### config.mk
export PLATFORM = sky130hd
export DESIGN_NAME = elapsed_play_clock_flat
export DESIGN_NICKNAME = d
export VERILOG_FILES = /design/src/rtl/epc_pkg.sv /design/src/rtl/epc_ifs.sv /design/src/rtl/epc_time_split.sv /design/src/rtl/epc_counter_core.sv /design/src/rtl/elapsed_play_clock.sv /design/src/flat_wrapper.sv
export SDC_FILE = /design/constraint.sdc
export NUM_CORES = 2
export LEC_CHECK = 0
export BUFFER_PORTS_ARGS = -buffer_cell sky130_fd_sc_hd__buf_2
export CAP_MARGIN = 20
export CORE_MARGIN = 2
export CORE_UTILIZATION = 39
export DETAILED_ROUTE_END_ITERATION = 8
export GPL_ROUTABILITY_DRIVEN = 0
export GPL_TIMING_DRIVEN = 1
export SYNTH_ARGS = -nofsm -noshare
export SYNTH_HDL_FRONTEND = slang
export SYNTH_SLANG_ARGS = --single-unit
### constraint.sdc
create_clock -name clk -period 17.1 [get_ports clk]
set_input_delay 2.565 -clock clk [delete_from_list [all_inputs] [get_ports clk]]
set_output_delay 2.565 -clock clk [all_outputs]
set_load 0.1 [all_outputs]
### src/rtl/epc_pkg.sv
// elapsed play clock: shared widths, request codes and payload types
// no dependencies; used by the interfaces and every module of the block

package epc_pkg;

    localparam int unsigned TIME_W   = 32;
    localparam int unsigned REQ_W    = 3;
    localparam int unsigned CNT_W    = 8;
    localparam int unsigned CYC_W    = 28;
    localparam int unsigned SEC_W    = 23;
    localparam int unsigned ADJ_W    = 10;
    localparam int unsigned PASSED_W = 32;

    localparam int unsigned MS_PER_CYCLE   = 25;
    localparam int unsigned MS_PER_SECOND  = 1000;
    localparam int unsigned SEC_PER_DAY    = 86400;
    localparam int unsigned SEC_PER_HOUR   = 3600;
    localparam int unsigned SEC_PER_MIN    = 60;
    localparam int unsigned MIN_PER_HOUR   = 60;
    localparam int unsigned HOUR_PER_DAY   = 24;
    localparam int unsigned MAX_SEC        = 59;
    localparam int unsigned MAX_HOUR       = 23;

    localparam logic [REQ_W-1:0] REQ_UPDATE       = 3'd0;
    localparam logic [REQ_W-1:0] REQ_WRITE_SEC    = 3'd1;
    localparam logic [REQ_W-1:0] REQ_RESET        = 3'd2;
    localparam logic [REQ_W-1:0] REQ_CLEAR_CYCLES = 3'd3;
    localparam logic [REQ_W-1:0] REQ_WRITE_MIN    = 3'd4;
    localparam logic [REQ_W-1:0] REQ_WRITE_HOUR   = 3'd5;
    localparam logic [REQ_W-1:0] REQ_WRITE_DAY    = 3'd6;

    // a second number split into days, hours, minutes and seconds
    typedef struct packed {
        logic [5:0] d;
        logic [4:0] h;
        logic [5:0] m;
        logic [5:0] s;
    } epc_dhms_t;

    typedef struct packed {
        logic [REQ_W-1:0] req;
        logic [CNT_W-1:0] wv;
        logic [CYC_W-1:0] cyc;
        logic [ADJ_W-1:0] sub_ms;
    } epc_ctl_t;

    typedef struct packed {
        epc_ctl_t  ctl;
        epc_dhms_t sec_now;
        epc_dhms_t sec_prev;
    } epc_split_t;

endpackage

### src/rtl/epc_ifs.sv
// elapsed play clock: valid/ready channel interfaces for items and results
// depends on epc_pkg

interface epc_item_if;
    import epc_pkg::*;

    logic                valid;
    logic                ready;
    logic [REQ_W-1:0]    req_type;
    logic [TIME_W-1:0]   play_time_ms;
    logic [CNT_W-1:0]    write_value;

    modport source (output valid, req_type, play_time_ms, write_value, input ready);
    modport sink   (input valid, req_type, play_time_ms, write_value, output ready);
endinterface

interface epc_result_if;
    import epc_pkg::*;

    logic                valid;
    logic                ready;
    logic [CNT_W-1:0]    seconds_out;
    logic [CNT_W-1:0]    minutes_out;
    logic [CNT_W-1:0]    hours_out;
    logic [CNT_W-1:0]    days_out;
    logic [PASSED_W-1:0] passed_cycles_out;

    modport source (output valid, seconds_out, minutes_out, hours_out, days_out,
                    passed_cycles_out, input ready);
    modport sink   (input valid, seconds_out, minutes_out, hours_out, days_out,
                    passed_cycles_out, output ready);
endinterface

### src/rtl/epc_time_split.sv
// elapsed play clock: state-free front pipeline, splits the time stamp into
// cycle number, second number (days/hours/minutes/seconds) and sub-second ms
// depends on epc_pkg and epc_item_if

module epc_time_split (
    input  logic                clk,
    input  logic                rst_n,
    epc_item_if.sink            item,
    output epc_pkg::epc_split_t split_item,
    output logic                split_valid,
    input  logic                split_ready
);
    import epc_pkg::*;

    localparam int unsigned STAGES = 9;

    // reciprocal constants, exact over the full input range
    localparam logic [31:0] DIV25_MUL      = 32'h51EB_851F;
    localparam int unsigned DIV25_SHIFT    = 35;
    localparam logic [28:0] DIV1000_MUL    = 29'h1062_4DD3;
    localparam int unsigned DIV1000_SHIFT  = 38;
    localparam logic [23:0] DIV86400_MUL   = 24'd12725830;
    localparam int unsigned DIV86400_SHIFT = 40;
    localparam logic [17:0] DIV3600_MUL    = 18'd149131;
    localparam int unsigned DIV3600_SHIFT  = 29;
    localparam logic [12:0] DIV60_MUL      = 13'd4370;
    localparam int unsigned DIV60_SHIFT    = 18;

    localparam int unsigned REM1_W = 17;
    localparam int unsigned REM2_W = 12;

    function automatic epc_dhms_t dec_dhms(input epc_dhms_t v);
        epc_dhms_t r;
        r = v;
        if (v != '0)
        begin
            if (v.s != '0)
            begin
                r.s = v.s - 6'd1;
            end
            else
            begin
                r.s = 6'(MAX_SEC);
                if (v.m != '0)
                begin
                    r.m = v.m - 6'd1;
                end
                else
                begin
                    r.m = 6'(MAX_SEC);
                    if (v.h != '0)
                    begin
                        r.h = v.h - 5'd1;
                    end
                    else
                    begin
                        r.h = 5'(MAX_HOUR);
                        r.d = v.d - 6'd1;
                    end
                end
            end
        end
        return r;
    endfunction

    logic [STAGES-1:0] valid_reg;
    logic [STAGES:0]   load;

    // stage 0: input register
    logic [REQ_W-1:0]  req0_reg;
    logic [CNT_W-1:0]  wv0_reg;
    logic [TIME_W-1:0] t0_reg;

    // stage 1: cycle and second numbers
    logic [63:0]       cyc_prod;
    logic [63:0]       q_prod;
    logic [REQ_W-1:0]  req1_reg;
    logic [CNT_W-1:0]  wv1_reg;
    logic [ADJ_W-1:0]  tlo1_reg;
    logic [CYC_W-1:0]  cyc1_reg;
    logic [SEC_W-1:0]  q1_reg;

    // stage 2: sub-second ms and whole days
    logic [ADJ_W-1:0]  q_ms_lo;
    logic [ADJ_W-1:0]  sub_ms;
    logic [46:0]       qd_prod;
    epc_ctl_t          ctl_reg [2:STAGES-1];
    logic [SEC_W-1:0]  q2_reg;
    logic [5:0]        qd_reg [2:6];

    // stages 3 to 7: hours, minutes and seconds of the day
    logic [REM1_W-1:0] rem1;
    logic [REM1_W-1:0] rem1_reg [3:4];
    logic [34:0]       qh_prod;
    logic [4:0]        qh_reg [4:6];
    logic [REM2_W-1:0] rem2;
    logic [REM2_W-1:0] rem2_reg [5:6];
    logic [24:0]       qm_prod;
    logic [5:0]        qm6_reg;
    logic [5:0]        qs;
    epc_dhms_t         now7_reg;

    // stage 8: second number one lower, for a borrow from the adjust
    epc_dhms_t         now8_reg;
    epc_dhms_t         prev8_reg;

    always_comb
    begin
        load[STAGES] = split_ready;
        for (int i = STAGES - 1; i >= 0; i--)
        begin
            load[i] = !valid_reg[i] || load[i+1];
        end
    end

    assign item.ready = load[0];

    always_ff @(posedge clk or negedge rst_n)
    begin
        if (!rst_n)
        begin
            valid_reg <= '0;
        end
        else
        begin
            if (load[0])
            begin
                valid_reg[0] <= item.valid;
            end
            for (int i = 1; i < STAGES; i++)
            begin
                if (load[i])
                begin
                    valid_reg[i] <= valid_reg[i-1];
                end
            end
        end
    end

    assign cyc_prod = 64'(t0_reg) * 64'(DIV25_MUL);
    assign q_prod   = 64'(t0_reg) * 64'(DIV1000_MUL);
    assign q_ms_lo  = q1_reg[ADJ_W-1:0] * ADJ_W'(MS_PER_SECOND);
    assign sub_ms   = tlo1_reg - q_ms_lo;
    assign qd_prod  = 47'(q1_reg) * 47'(DIV86400_MUL);
    assign rem1     = REM1_W'(q2_reg) - REM1_W'(qd_reg[2] * REM1_W'(SEC_PER_DAY));
    assign qh_prod  = 35'(rem1_reg[3]) * 35'(DIV3600_MUL);
    assign rem2     = REM2_W'(rem1_reg[4] - REM1_W'(qh_reg[4] * REM1_W'(SEC_PER_HOUR)));
    assign qm_prod  = 25'(rem2_reg[5]) * 25'(DIV60_MUL);
    assign qs       = 6'(rem2_reg[6] - REM2_W'(qm6_reg * REM2_W'(SEC_PER_MIN)));

    always_ff @(posedge clk)
    begin
        if (load[0])
        begin
            req0_reg <= item.req_type;
            wv0_reg  <= item.write_value;
            t0_reg   <= item.play_time_ms;
        end
        if (load[1])
        begin
            req1_reg <= req0_reg;
            wv1_reg  <= wv0_reg;
            tlo1_reg <= t0_reg[ADJ_W-1:0];
            cyc1_reg <= cyc_prod[DIV25_SHIFT +: CYC_W];
            q1_reg   <= q_prod[DIV1000_SHIFT +: SEC_W];
        end
        if (load[2])
        begin
            ctl_reg[2] <= '{req: req1_reg, wv: wv1_reg, cyc: cyc1_reg, sub_ms: sub_ms};
            q2_reg     <= q1_reg;
            qd_reg[2]  <= qd_prod[DIV86400_SHIFT +: 6];
        end
        for (int i = 3; i < STAGES; i++)
        begin
            if (load[i])
            begin
                ctl_reg[i] <= ctl_reg[i-1];
            end
        end
        if (load[3])
        begin
            qd_reg[3]   <= qd_reg[2];
            rem1_reg[3] <= rem1;
        end
        if (load[4])
        begin
            qd_reg[4]   <= qd_reg[3];
            rem1_reg[4] <= rem1_reg[3];
            qh_reg[4]   <= qh_prod[DIV3600_SHIFT +: 5];
        end
        if (load[5])
        begin
            qd_reg[5]   <= qd_reg[4];
            qh_reg[5]   <= qh_reg[4];
            rem2_reg[5] <= rem2;
        end
        if (load[6])
        begin
            qd_reg[6]   <= qd_reg[5];
            qh_reg[6]   <= qh_reg[5];
            rem2_reg[6] <= rem2_reg[5];
            qm6_reg     <= qm_prod[DIV60_SHIFT +: 6];
        end
        if (load[7])
        begin
            now7_reg <= '{d: qd_reg[6], h: qh_reg[6], m: qm6_reg, s: qs};
        end
        if (load[8])
        begin
            now8_reg  <= now7_reg;
            prev8_reg <= dec_dhms(now7_reg);
        end
    end

    assign split_item  = '{ctl: ctl_reg[STAGES-1], sec_now: now8_reg, sec_prev: prev8_reg};
    assign split_valid = valid_reg[STAGES-1];

endmodule

### src/rtl/epc_counter_core.sv
// elapsed play clock: timer state, second stepping with carries, and the
// result register formed by the counter state itself
// depends on epc_pkg and epc_result_if

module epc_counter_core (
    input  logic                clk,
    input  logic                rst_n,
    input  epc_pkg::epc_split_t split_item,
    input  logic                split_valid,
    output logic                split_ready,
    epc_result_if.source        result
);
    import epc_pkg::*;

    typedef struct packed {
        logic [3:0]       carry;
        logic [CNT_W-1:0] rest;
    } wrap_t;

    function automatic wrap_t wrap_60(input logic [CNT_W-1:0] v);
        wrap_t w;
        w.carry = '0;
        w.rest  = v;
        for (int k = 1; k <= 255 / SEC_PER_MIN; k++)
        begin
            if (v >= CNT_W'(k * SEC_PER_MIN))
            begin
                w.carry = 4'(k);
                w.rest  = v - CNT_W'(k * SEC_PER_MIN);
            end
        end
        return w;
    endfunction

    function automatic wrap_t wrap_24(input logic [CNT_W-1:0] v);
        wrap_t w;
        w.carry = '0;
        w.rest  = v;
        for (int k = 1; k <= 255 / HOUR_PER_DAY; k++)
        begin
            if (v >= CNT_W'(k * HOUR_PER_DAY))
            begin
                w.carry = 4'(k);
                w.rest  = v - CNT_W'(k * HOUR_PER_DAY);
            end
        end
        return w;
    endfunction

    logic [CYC_W-1:0]    last_cyc_reg, last_cyc_next;
    epc_dhms_t           last_sec_reg, last_sec_next;
    logic [ADJ_W-1:0]    adj_reg, adj_next;
    logic [PASSED_W-1:0] passed_reg, passed_next;
    logic [CNT_W-1:0]    sec_reg, sec_next;
    logic [CNT_W-1:0]    min_reg, min_next;
    logic [CNT_W-1:0]    hour_reg, hour_next;
    logic [CNT_W-1:0]    day_reg, day_next;
    logic                out_valid_reg;

    epc_ctl_t            ctl;
    logic                take;
    logic                do_update;
    logic [CYC_W-1:0]    cyc_diff;
    logic                cyc_same;
    logic                cyc_fwd;
    epc_dhms_t           sec_sel;
    logic                sec_same;
    logic [6:0]          ds, dm, dd;
    logic [5:0]          dh;
    logic [5:0]          step_s, step_m;
    logic [4:0]          step_h;
    logic [CNT_W-1:0]    s1, m1, h1, d1, m2, h2, d2;
    wrap_t               ws, wm, wh;

    assign ctl         = split_item.ctl;
    assign split_ready = !out_valid_reg || result.ready;
    assign take        = split_valid && split_ready;
    assign do_update   = (ctl.req == REQ_UPDATE) || (ctl.req == REQ_WRITE_SEC);

    assign cyc_diff = ctl.cyc - last_cyc_reg;
    assign cyc_same = ctl.cyc == last_cyc_reg;
    assign cyc_fwd  = ctl.cyc > last_cyc_reg;

    // time less the adjust borrows a second when the ms part is below it
    assign sec_sel  = (ctl.sub_ms < adj_reg) ? split_item.sec_prev : split_item.sec_now;
    assign sec_same = sec_sel == last_sec_reg;

    // mixed-radix step, final borrow marks a backward second
    assign ds     = {1'b0, sec_sel.s} - {1'b0, last_sec_reg.s};
    assign step_s = ds[6] ? ds[5:0] + 6'(SEC_PER_MIN) : ds[5:0];
    assign dm     = {1'b0, sec_sel.m} - {1'b0, last_sec_reg.m} - 7'(ds[6]);
    assign step_m = dm[6] ? dm[5:0] + 6'(MIN_PER_HOUR) : dm[5:0];
    assign dh     = {1'b0, sec_sel.h} - {1'b0, last_sec_reg.h} - 6'(dm[6]);
    assign step_h = dh[5] ? dh[4:0] + 5'(HOUR_PER_DAY) : dh[4:0];
    assign dd     = {1'b0, sec_sel.d} - {1'b0, last_sec_reg.d} - 7'(dh[5]);

    assign s1 = sec_reg + CNT_W'(step_s);
    assign m1 = min_reg + CNT_W'(step_m);
    assign h1 = hour_reg + CNT_W'(step_h);
    assign d1 = day_reg + CNT_W'(dd[5:0]);
    assign ws = wrap_60(s1);
    assign m2 = m1 + CNT_W'(ws.carry);
    assign wm = wrap_60(m2);
    assign h2 = h1 + CNT_W'(wm.carry);
    assign wh = wrap_24(h2);
    assign d2 = d1 + CNT_W'(wh.carry);

    always_comb
    begin
        last_cyc_next = last_cyc_reg;
        last_sec_next = last_sec_reg;
        adj_next      = adj_reg;
        passed_next   = passed_reg;
        sec_next      = sec_reg;
        min_next      = min_reg;
        hour_next     = hour_reg;
        day_next      = day_reg;

        if (do_update && !cyc_same)
        begin
            last_cyc_next = ctl.cyc;
            last_sec_next = sec_sel;
            if (cyc_fwd)
            begin
                passed_next = passed_reg + PASSED_W'(cyc_diff);
            end
            if (!sec_same && !dd[6])
            begin
                sec_next  = ws.rest;
                min_next  = wm.rest;
                hour_next = wh.rest;
                day_next  = d2;
            end
        end

        unique case (ctl.req)
            REQ_WRITE_SEC:
            begin
                sec_next = ctl.wv;
                adj_next = ctl.sub_ms;
            end
            REQ_RESET:
            begin
                last_cyc_next = ctl.cyc;
                last_sec_next = split_item.sec_now;
                adj_next      = '0;
                passed_next   = '0;
            end
            REQ_CLEAR_CYCLES:
            begin
                passed_next = '0;
            end
            REQ_WRITE_MIN:
            begin
                min_next = ctl.wv;
            end
            REQ_WRITE_HOUR:
            begin
                hour_next = ctl.wv;
            end
            REQ_WRITE_DAY:
            begin
                day_next = ctl.wv;
            end
            default:
            begin
            end
        endcase
    end

    always_ff @(posedge clk or negedge rst_n)
    begin
        if (!rst_n)
        begin
            last_cyc_reg  <= '0;
            last_sec_reg  <= '0;
            adj_reg       <= '0;
            passed_reg    <= '0;
            sec_reg       <= '0;
            min_reg       <= '0;
            hour_reg      <= '0;
            day_reg       <= '0;
            out_valid_reg <= 1'b0;
        end
        else
        begin
            if (split_ready)
            begin
                out_valid_reg <= split_valid;
            end
            if (take)
            begin
                last_cyc_reg <= last_cyc_next;
                last_sec_reg <= last_sec_next;
                adj_reg      <= adj_next;
                passed_reg   <= passed_next;
                sec_reg      <= sec_next;
                min_reg      <= min_next;
                hour_reg     <= hour_next;
                day_reg      <= day_next;
            end
        end
    end

    assign result.valid             = out_valid_reg;
    assign result.seconds_out       = sec_reg;
    assign result.minutes_out       = min_reg;
    assign result.hours_out         = hour_reg;
    assign result.days_out          = day_reg;
    assign result.passed_cycles_out = passed_reg;

endmodule

### src/rtl/elapsed_play_clock.sv
// elapsed play clock: top level, front split pipeline and counter core
// depends on epc_pkg, epc_ifs, epc_time_split and epc_counter_core
//
//   channel  direction  modport  payload
//   item     in         sink     req_type, play_time_ms, write_value
//   result   out        source   seconds_out, minutes_out, hours_out,
//                                days_out, passed_cycles_out
//
// one transfer per cycle on each side while result.ready stays high; a result
// passes nine front stages, the first taking the item, then the counter registers
// stages 1 to 7 hold reciprocal multiplies and remainders, stage 8 a decrement
// a stalled result holds its stage; earlier stages keep filling bubbles
// reset is asynchronous; no clearing pass, the block is ready at once

module elapsed_play_clock (
    input  logic         clk,
    input  logic         rst_n,
    epc_item_if.sink     item,
    epc_result_if.source result
);
    import epc_pkg::*;

    epc_split_t split_item;
    logic       split_valid;
    logic       split_ready;

    epc_time_split u_split (
        .clk         (clk),
        .rst_n       (rst_n),
        .item        (item),
        .split_item  (split_item),
        .split_valid (split_valid),
        .split_ready (split_ready)
    );

    epc_counter_core u_core (
        .clk         (clk),
        .rst_n       (rst_n),
        .split_item  (split_item),
        .split_valid (split_valid),
        .split_ready (split_ready),
        .result      (result)
    );

endmodule

### src/flat_wrapper.sv
// flat-port wrapper written by rule: the top's interface ports become plain ports
module elapsed_play_clock_flat import epc_pkg::*;
  (clk, rst_n, item_valid, item_req_type, item_play_time_ms, item_write_value, item_ready, result_valid, result_seconds_out, result_minutes_out, result_hours_out, result_days_out, result_passed_cycles_out, result_ready);
  epc_item_if item_i ();
  epc_result_if result_i ();
  input  logic clk;
  input  logic rst_n;
  input wire logic [$bits(item_i.valid)-1:0] item_valid;
  input wire logic [$bits(item_i.req_type)-1:0] item_req_type;
  input wire logic [$bits(item_i.play_time_ms)-1:0] item_play_time_ms;
  input wire logic [$bits(item_i.write_value)-1:0] item_write_value;
  output wire logic [$bits(item_i.ready)-1:0] item_ready;
  output wire logic [$bits(result_i.valid)-1:0] result_valid;
  output wire logic [$bits(result_i.seconds_out)-1:0] result_seconds_out;
  output wire logic [$bits(result_i.minutes_out)-1:0] result_minutes_out;
  output wire logic [$bits(result_i.hours_out)-1:0] result_hours_out;
  output wire logic [$bits(result_i.days_out)-1:0] result_days_out;
  output wire logic [$bits(result_i.passed_cycles_out)-1:0] result_passed_cycles_out;
  input wire logic [$bits(result_i.ready)-1:0] result_ready;
  assign item_i.valid = item_valid;
  assign item_i.req_type = item_req_type;
  assign item_i.play_time_ms = item_play_time_ms;
  assign item_i.write_value = item_write_value;
  assign item_ready = item_i.ready;
  assign result_valid = result_i.valid;
  assign result_seconds_out = result_i.seconds_out;
  assign result_minutes_out = result_i.minutes_out;
  assign result_hours_out = result_i.hours_out;
  assign result_days_out = result_i.days_out;
  assign result_passed_cycles_out = result_i.passed_cycles_out;
  assign result_i.ready = result_ready;
  elapsed_play_clock u_core (.clk(clk), .rst_n(rst_n), .item(item_i), .result(result_i));
endmodule
==> flow_summary_export.csv <==
group,metric,value,unit
clocking,clk_pin_slew,0.07,ns
logic_synthesis,avgSynthCellArea,11.6,um2
route,wirelength,183000,um
clocking,postCtsSetupBuffers,0,
grt,grt_max_degree,85,
timing,hold_viol_final,0,
logic_synthesis,postSynthCellCount,6641,
floorplan,core-area,195000,um2
route,remaining_drc_errors,2,
grt,antenna_found_initial,7,
floorplan,die_area,201000,um2
critical_path,crit_type,"flop to flop",
clocking,cts_sinks,777,
grt,overflow,0,
timing,period_minus_slack,15.92,ns
place,dp_hpwl,149000,um
floorplan,ios,113,
cells_and_area,syn2layout_area_growth,9.05,%
logic_synthesis,synth_compound_area_share,6.44,%
worst_hold_path,holdCritPathClass,"flop to flop",
grt,grt_usage,18.7,%
logic_synthesis,synth_top_area_cell,"edfxtp_1",
logic_synthesis,synth.area.top_cells,"edfxtp_1 (25%), fa_1 (24%), ha_1 (23%)",
timing,tightest_slew,1.10,ns
logic_synthesis,synth_top_area_share,25.1,%
logic_synthesis,synth_edf_count,642,
logic_synthesis,syn-cell-area,76900,um2
critical_path,required,17.67,ns
logic_synthesis,synth_adder_area_share,47.1,%
flow_run,cap_violations,0,
critical_path,slowest_stage,"fa_1",
critical_path,arrival,16.49,ns
status,violations,"DRC",
place,io_buffers,112,
floorplan,rows,162,
grt,first_global_vias,50300,
timing,setup_violations,0,
logic_synthesis,synth-seq-area-share,29.5,%
critical_path,crit_path_end_kind,"flop",
logic_synthesis,synth-seq-cells,777,
clocking,cts_htree_levels,3,
timing,rsz0062_at_grt,"no",
route,firstDrtPassIters,8,
logic_synthesis,synth_fp_nets,9023,
clocking,cts_max_path_buffers,3,
cells_and_area,largest_reg_flops,343,
floorplan,start_util,39.4,%
clocking,root_buffer,"clkbuf_16",
logic_synthesis,ys_types,103,
timing,skew,0.0621,ns
logic_synthesis,async_reset_ff_share,17.4,%
timing,fin_tns_setup,0,ns
critical_path,cpPeakStageDelay,0.49,ns
logic_synthesis,yosysWarnings,0,
critical_path,crit_top_cell,"ha_1",
logic_synthesis,synth_top_family_by_area,"adder cells",
route,drtIter0Drc,2592,
clocking,numCtsBuffers,84,
critical_path,start_kind,"flop",
route,vias,47100,
route,ant_nets,0,
route,drt-wirelength-per-cell,19.1,um
logic_synthesis,synth_mux_area_share,1.36,%
cells_and_area,drive_above_1_share,5.82,%
timing,fmax,62.8,MHz
clocking,cts_tree,"built",
floorplan,die_w,448,um
timing,relSlewSlack,26.2,%
logic_synthesis,synth_flop_cell,"edfxtp_1",
critical_path,cp_max_fo,23,
grt,grt_first_pass_wirelength,287000,um
timing,timing.final.crit_share,93.1,%
clocking,insertion_delay,0.72,ns
logic_synthesis,synthSimpleGateAreaFrac,4.62,%
cells_and_area,fin_nets,9226,
floorplan,die_h,448,um
timing,final_max_slew_viol_count,0,
logic_synthesis,synth-xor-area-share,2.76,%
status,status,"finished, violations left",
route,viasPerCell,4.94,
## what timing repair did
item	in CTS	in global routing
endpoints found under the setup margin	0	1
hold buffers	0	0
gates resized for setup	0	1
## worst max-delay path, delay by kind of cell, from the launching register on
| kind | cells | cell delay [ns] |
|---|---|---|
| muxes | 1 | 0.45 |
| xor gates and xnor gates | 4 | 0.98 |
| AOI/OAI and AO/OA | 23 | 4.97 |
| and+or+nand+nor | 14 | 2.72 |
| buffers and inverters | 8 | 0.92 |
| adders and majority gates | 16 | 5.34 |
| DFF | 1 | 0.39 |
## through the flow
stage / hold WS, ns / setup slack [ns] / utilization (%) / cells / cell area [um2]
6_report: 0.402 / 1.18 / 42.9 / 9539 / 83900
3_5_place_dp: 0.405 / 1.29 / 41.5 / 9382 / 81000
4_1_cts: 0.409 / 1.24 / 42.9 / 9537 / 83900
2_1_floorplan: 0.400 / 3.18 / - / 6641 / 76900
5_1_grt: 0.410 / 0.190 / 42.9 / 9538 / 83900
3_3_place_gp: 0.400 / 1.67 / 41.5 / 9381 / 81000
## layer usage
metal | part of all wire [%] | wire (um) | up-vias | GRT usage [%]
met2 | 49 | 89900 | 1016 | 32.5
met3 | 4.5 | 8190 | 276 | 2.75
met5 | 0 | 0 | - | 0
li1 | - | - | 22300 | -
met1 | 43 | 78900 | 23500 | 24.1
met4 | 3.0 | 5530 | 0 | 5.38
## cell usage in the layout (no fill, tap or decap), drive strengths merged, types with 13 or more instances in the layout
cell type | synthesis | final
nor3 | 45 | 45
a21oi | 237 | 237
clkinv | 1 | 35
nor2b | 40 | 40
nand4 | 35 | 35
and2 | 14 | 14
a211oi | 27 | 27
ha | 1404 | 1404
a31oi | 20 | 20
o21bai | 23 | 23
mux2i | 47 | 47
nand3 | 86 | 86
xnor2 | 153 | 153
nand2b | 44 | 44
fa | 931 | 931
edfxtp | 642 | 642
o211ai | 14 | 14
and3 | 23 | 23
o21ai | 218 | 218
clkbuf | 33 | 103
mux2 | 50 | 50
o21a | 20 | 20
nand2 | 230 | 230
nor4 | 13 | 13
buf | 15 | 165
dfrtp | 135 | 135
inv | 1640 | 1647
a21o | 92 | 92
nor2 | 135 | 135
a2111oi | 16 | 16
xor2 | 88 | 88
## cells in the mapped netlist (7+ instances only)
| cell | count |
|---|---|
| o221ai_1 | 9 |
| o21ai_1 | 8 |
| fa_1 | 931 |
| or3_1 | 11 |
| o21ai_0 | 207 |
| nand3b_1 | 9 |
| dfrtp_1 | 135 |
| inv_1 | 1636 |
| mux2_2 | 45 |
| ha_1 | 1404 |
| o31a_1 | 7 |
| o22ai_1 | 8 |
| and3_1 | 23 |
| and4_1 | 9 |
| o21a_1 | 19 |
| or2_2 | 9 |
| a2111oi_0 | 15 |
| a31oi_1 | 18 |
| a31o_2 | 7 |
| nor2_1 | 135 |
| nand2_1 | 229 |
| nand2b_1 | 44 |
| nor4_1 | 12 |
| buf_2 | 10 |
| o211ai_1 | 13 |
| a21o_1 | 92 |
| clkbuf_1 | 33 |
| a21oi_1 | 236 |
| nor2b_1 | 40 |
| nand3_1 | 86 |
| xor2_1 | 87 |
| edfxtp_1 | 642 |
| nand4_1 | 35 |
| nor3_1 | 44 |
| mux2i_1 | 47 |
| xnor2_1 | 152 |
| o21bai_1 | 23 |
| o31ai_1 | 10 |
| and2_1 | 14 |
| a211oi_1 | 26 |
## path summary, 6_finish.rpt
| check | start | endpoint | slack [ns] | cells past startpoint |
|---|---|---|---|---|
| max in group asynchronous | rst_n | u_core.u_core.result.seconds_out[6]$_DFFE_PN0P_ | 13.79 | 2 |
| min in group asynchronous | rst_n | u_core.u_core.result.passed_cycles_out[16]$_DFFE_PN0P_ | 1.95 | 1 |
| min reg2reg | u_core.u_split.ctl_reg[0][106]$_DFFE_PP_ | u_core.u_split.ctl_reg[0][155]$_DFFE_PP_ | 0.40 | 0 |
| min | u_core.u_split.ctl_reg[0][106]$_DFFE_PP_ | u_core.u_split.ctl_reg[0][155]$_DFFE_PP_ | 0.40 | 0 |
| max | u_core.u_split.ctl_reg[0][397]$_DFFE_PP_ | u_core.u_core.result.days_out[7]$_DFFE_PN0P_ | 1.18 | 66 |
| max reg2reg | u_core.u_split.ctl_reg[0][397]$_DFFE_PP_ | u_core.u_core.result.days_out[7]$_DFFE_PN0P_ | 1.18 | 66 |
## cell type report
class | instances | area [um2]
antenna | 2 | 5.00
multi-input combinational | 4175 | 48000
timing repair buffer | 165 | 985
clock inverter | 52 | 583
tap | 2624 | 3280
clock buffer | 103 | 2230
inverter | 1641 | 6160
fill | 18400 | 112000
sequential | 777 | 22700
## kinds of logic after synthesis
logic type      after synthesis
buf+inv                    1689
mux                          97
compound gates              779
flops                       777
simple gates                723
xor+xnor                    241
fa+ha+maj                  2335
Power is left out: the tool's default activity adds up to more than one toggle a clock period on the data nets, which glitch-free logic cannot reach.
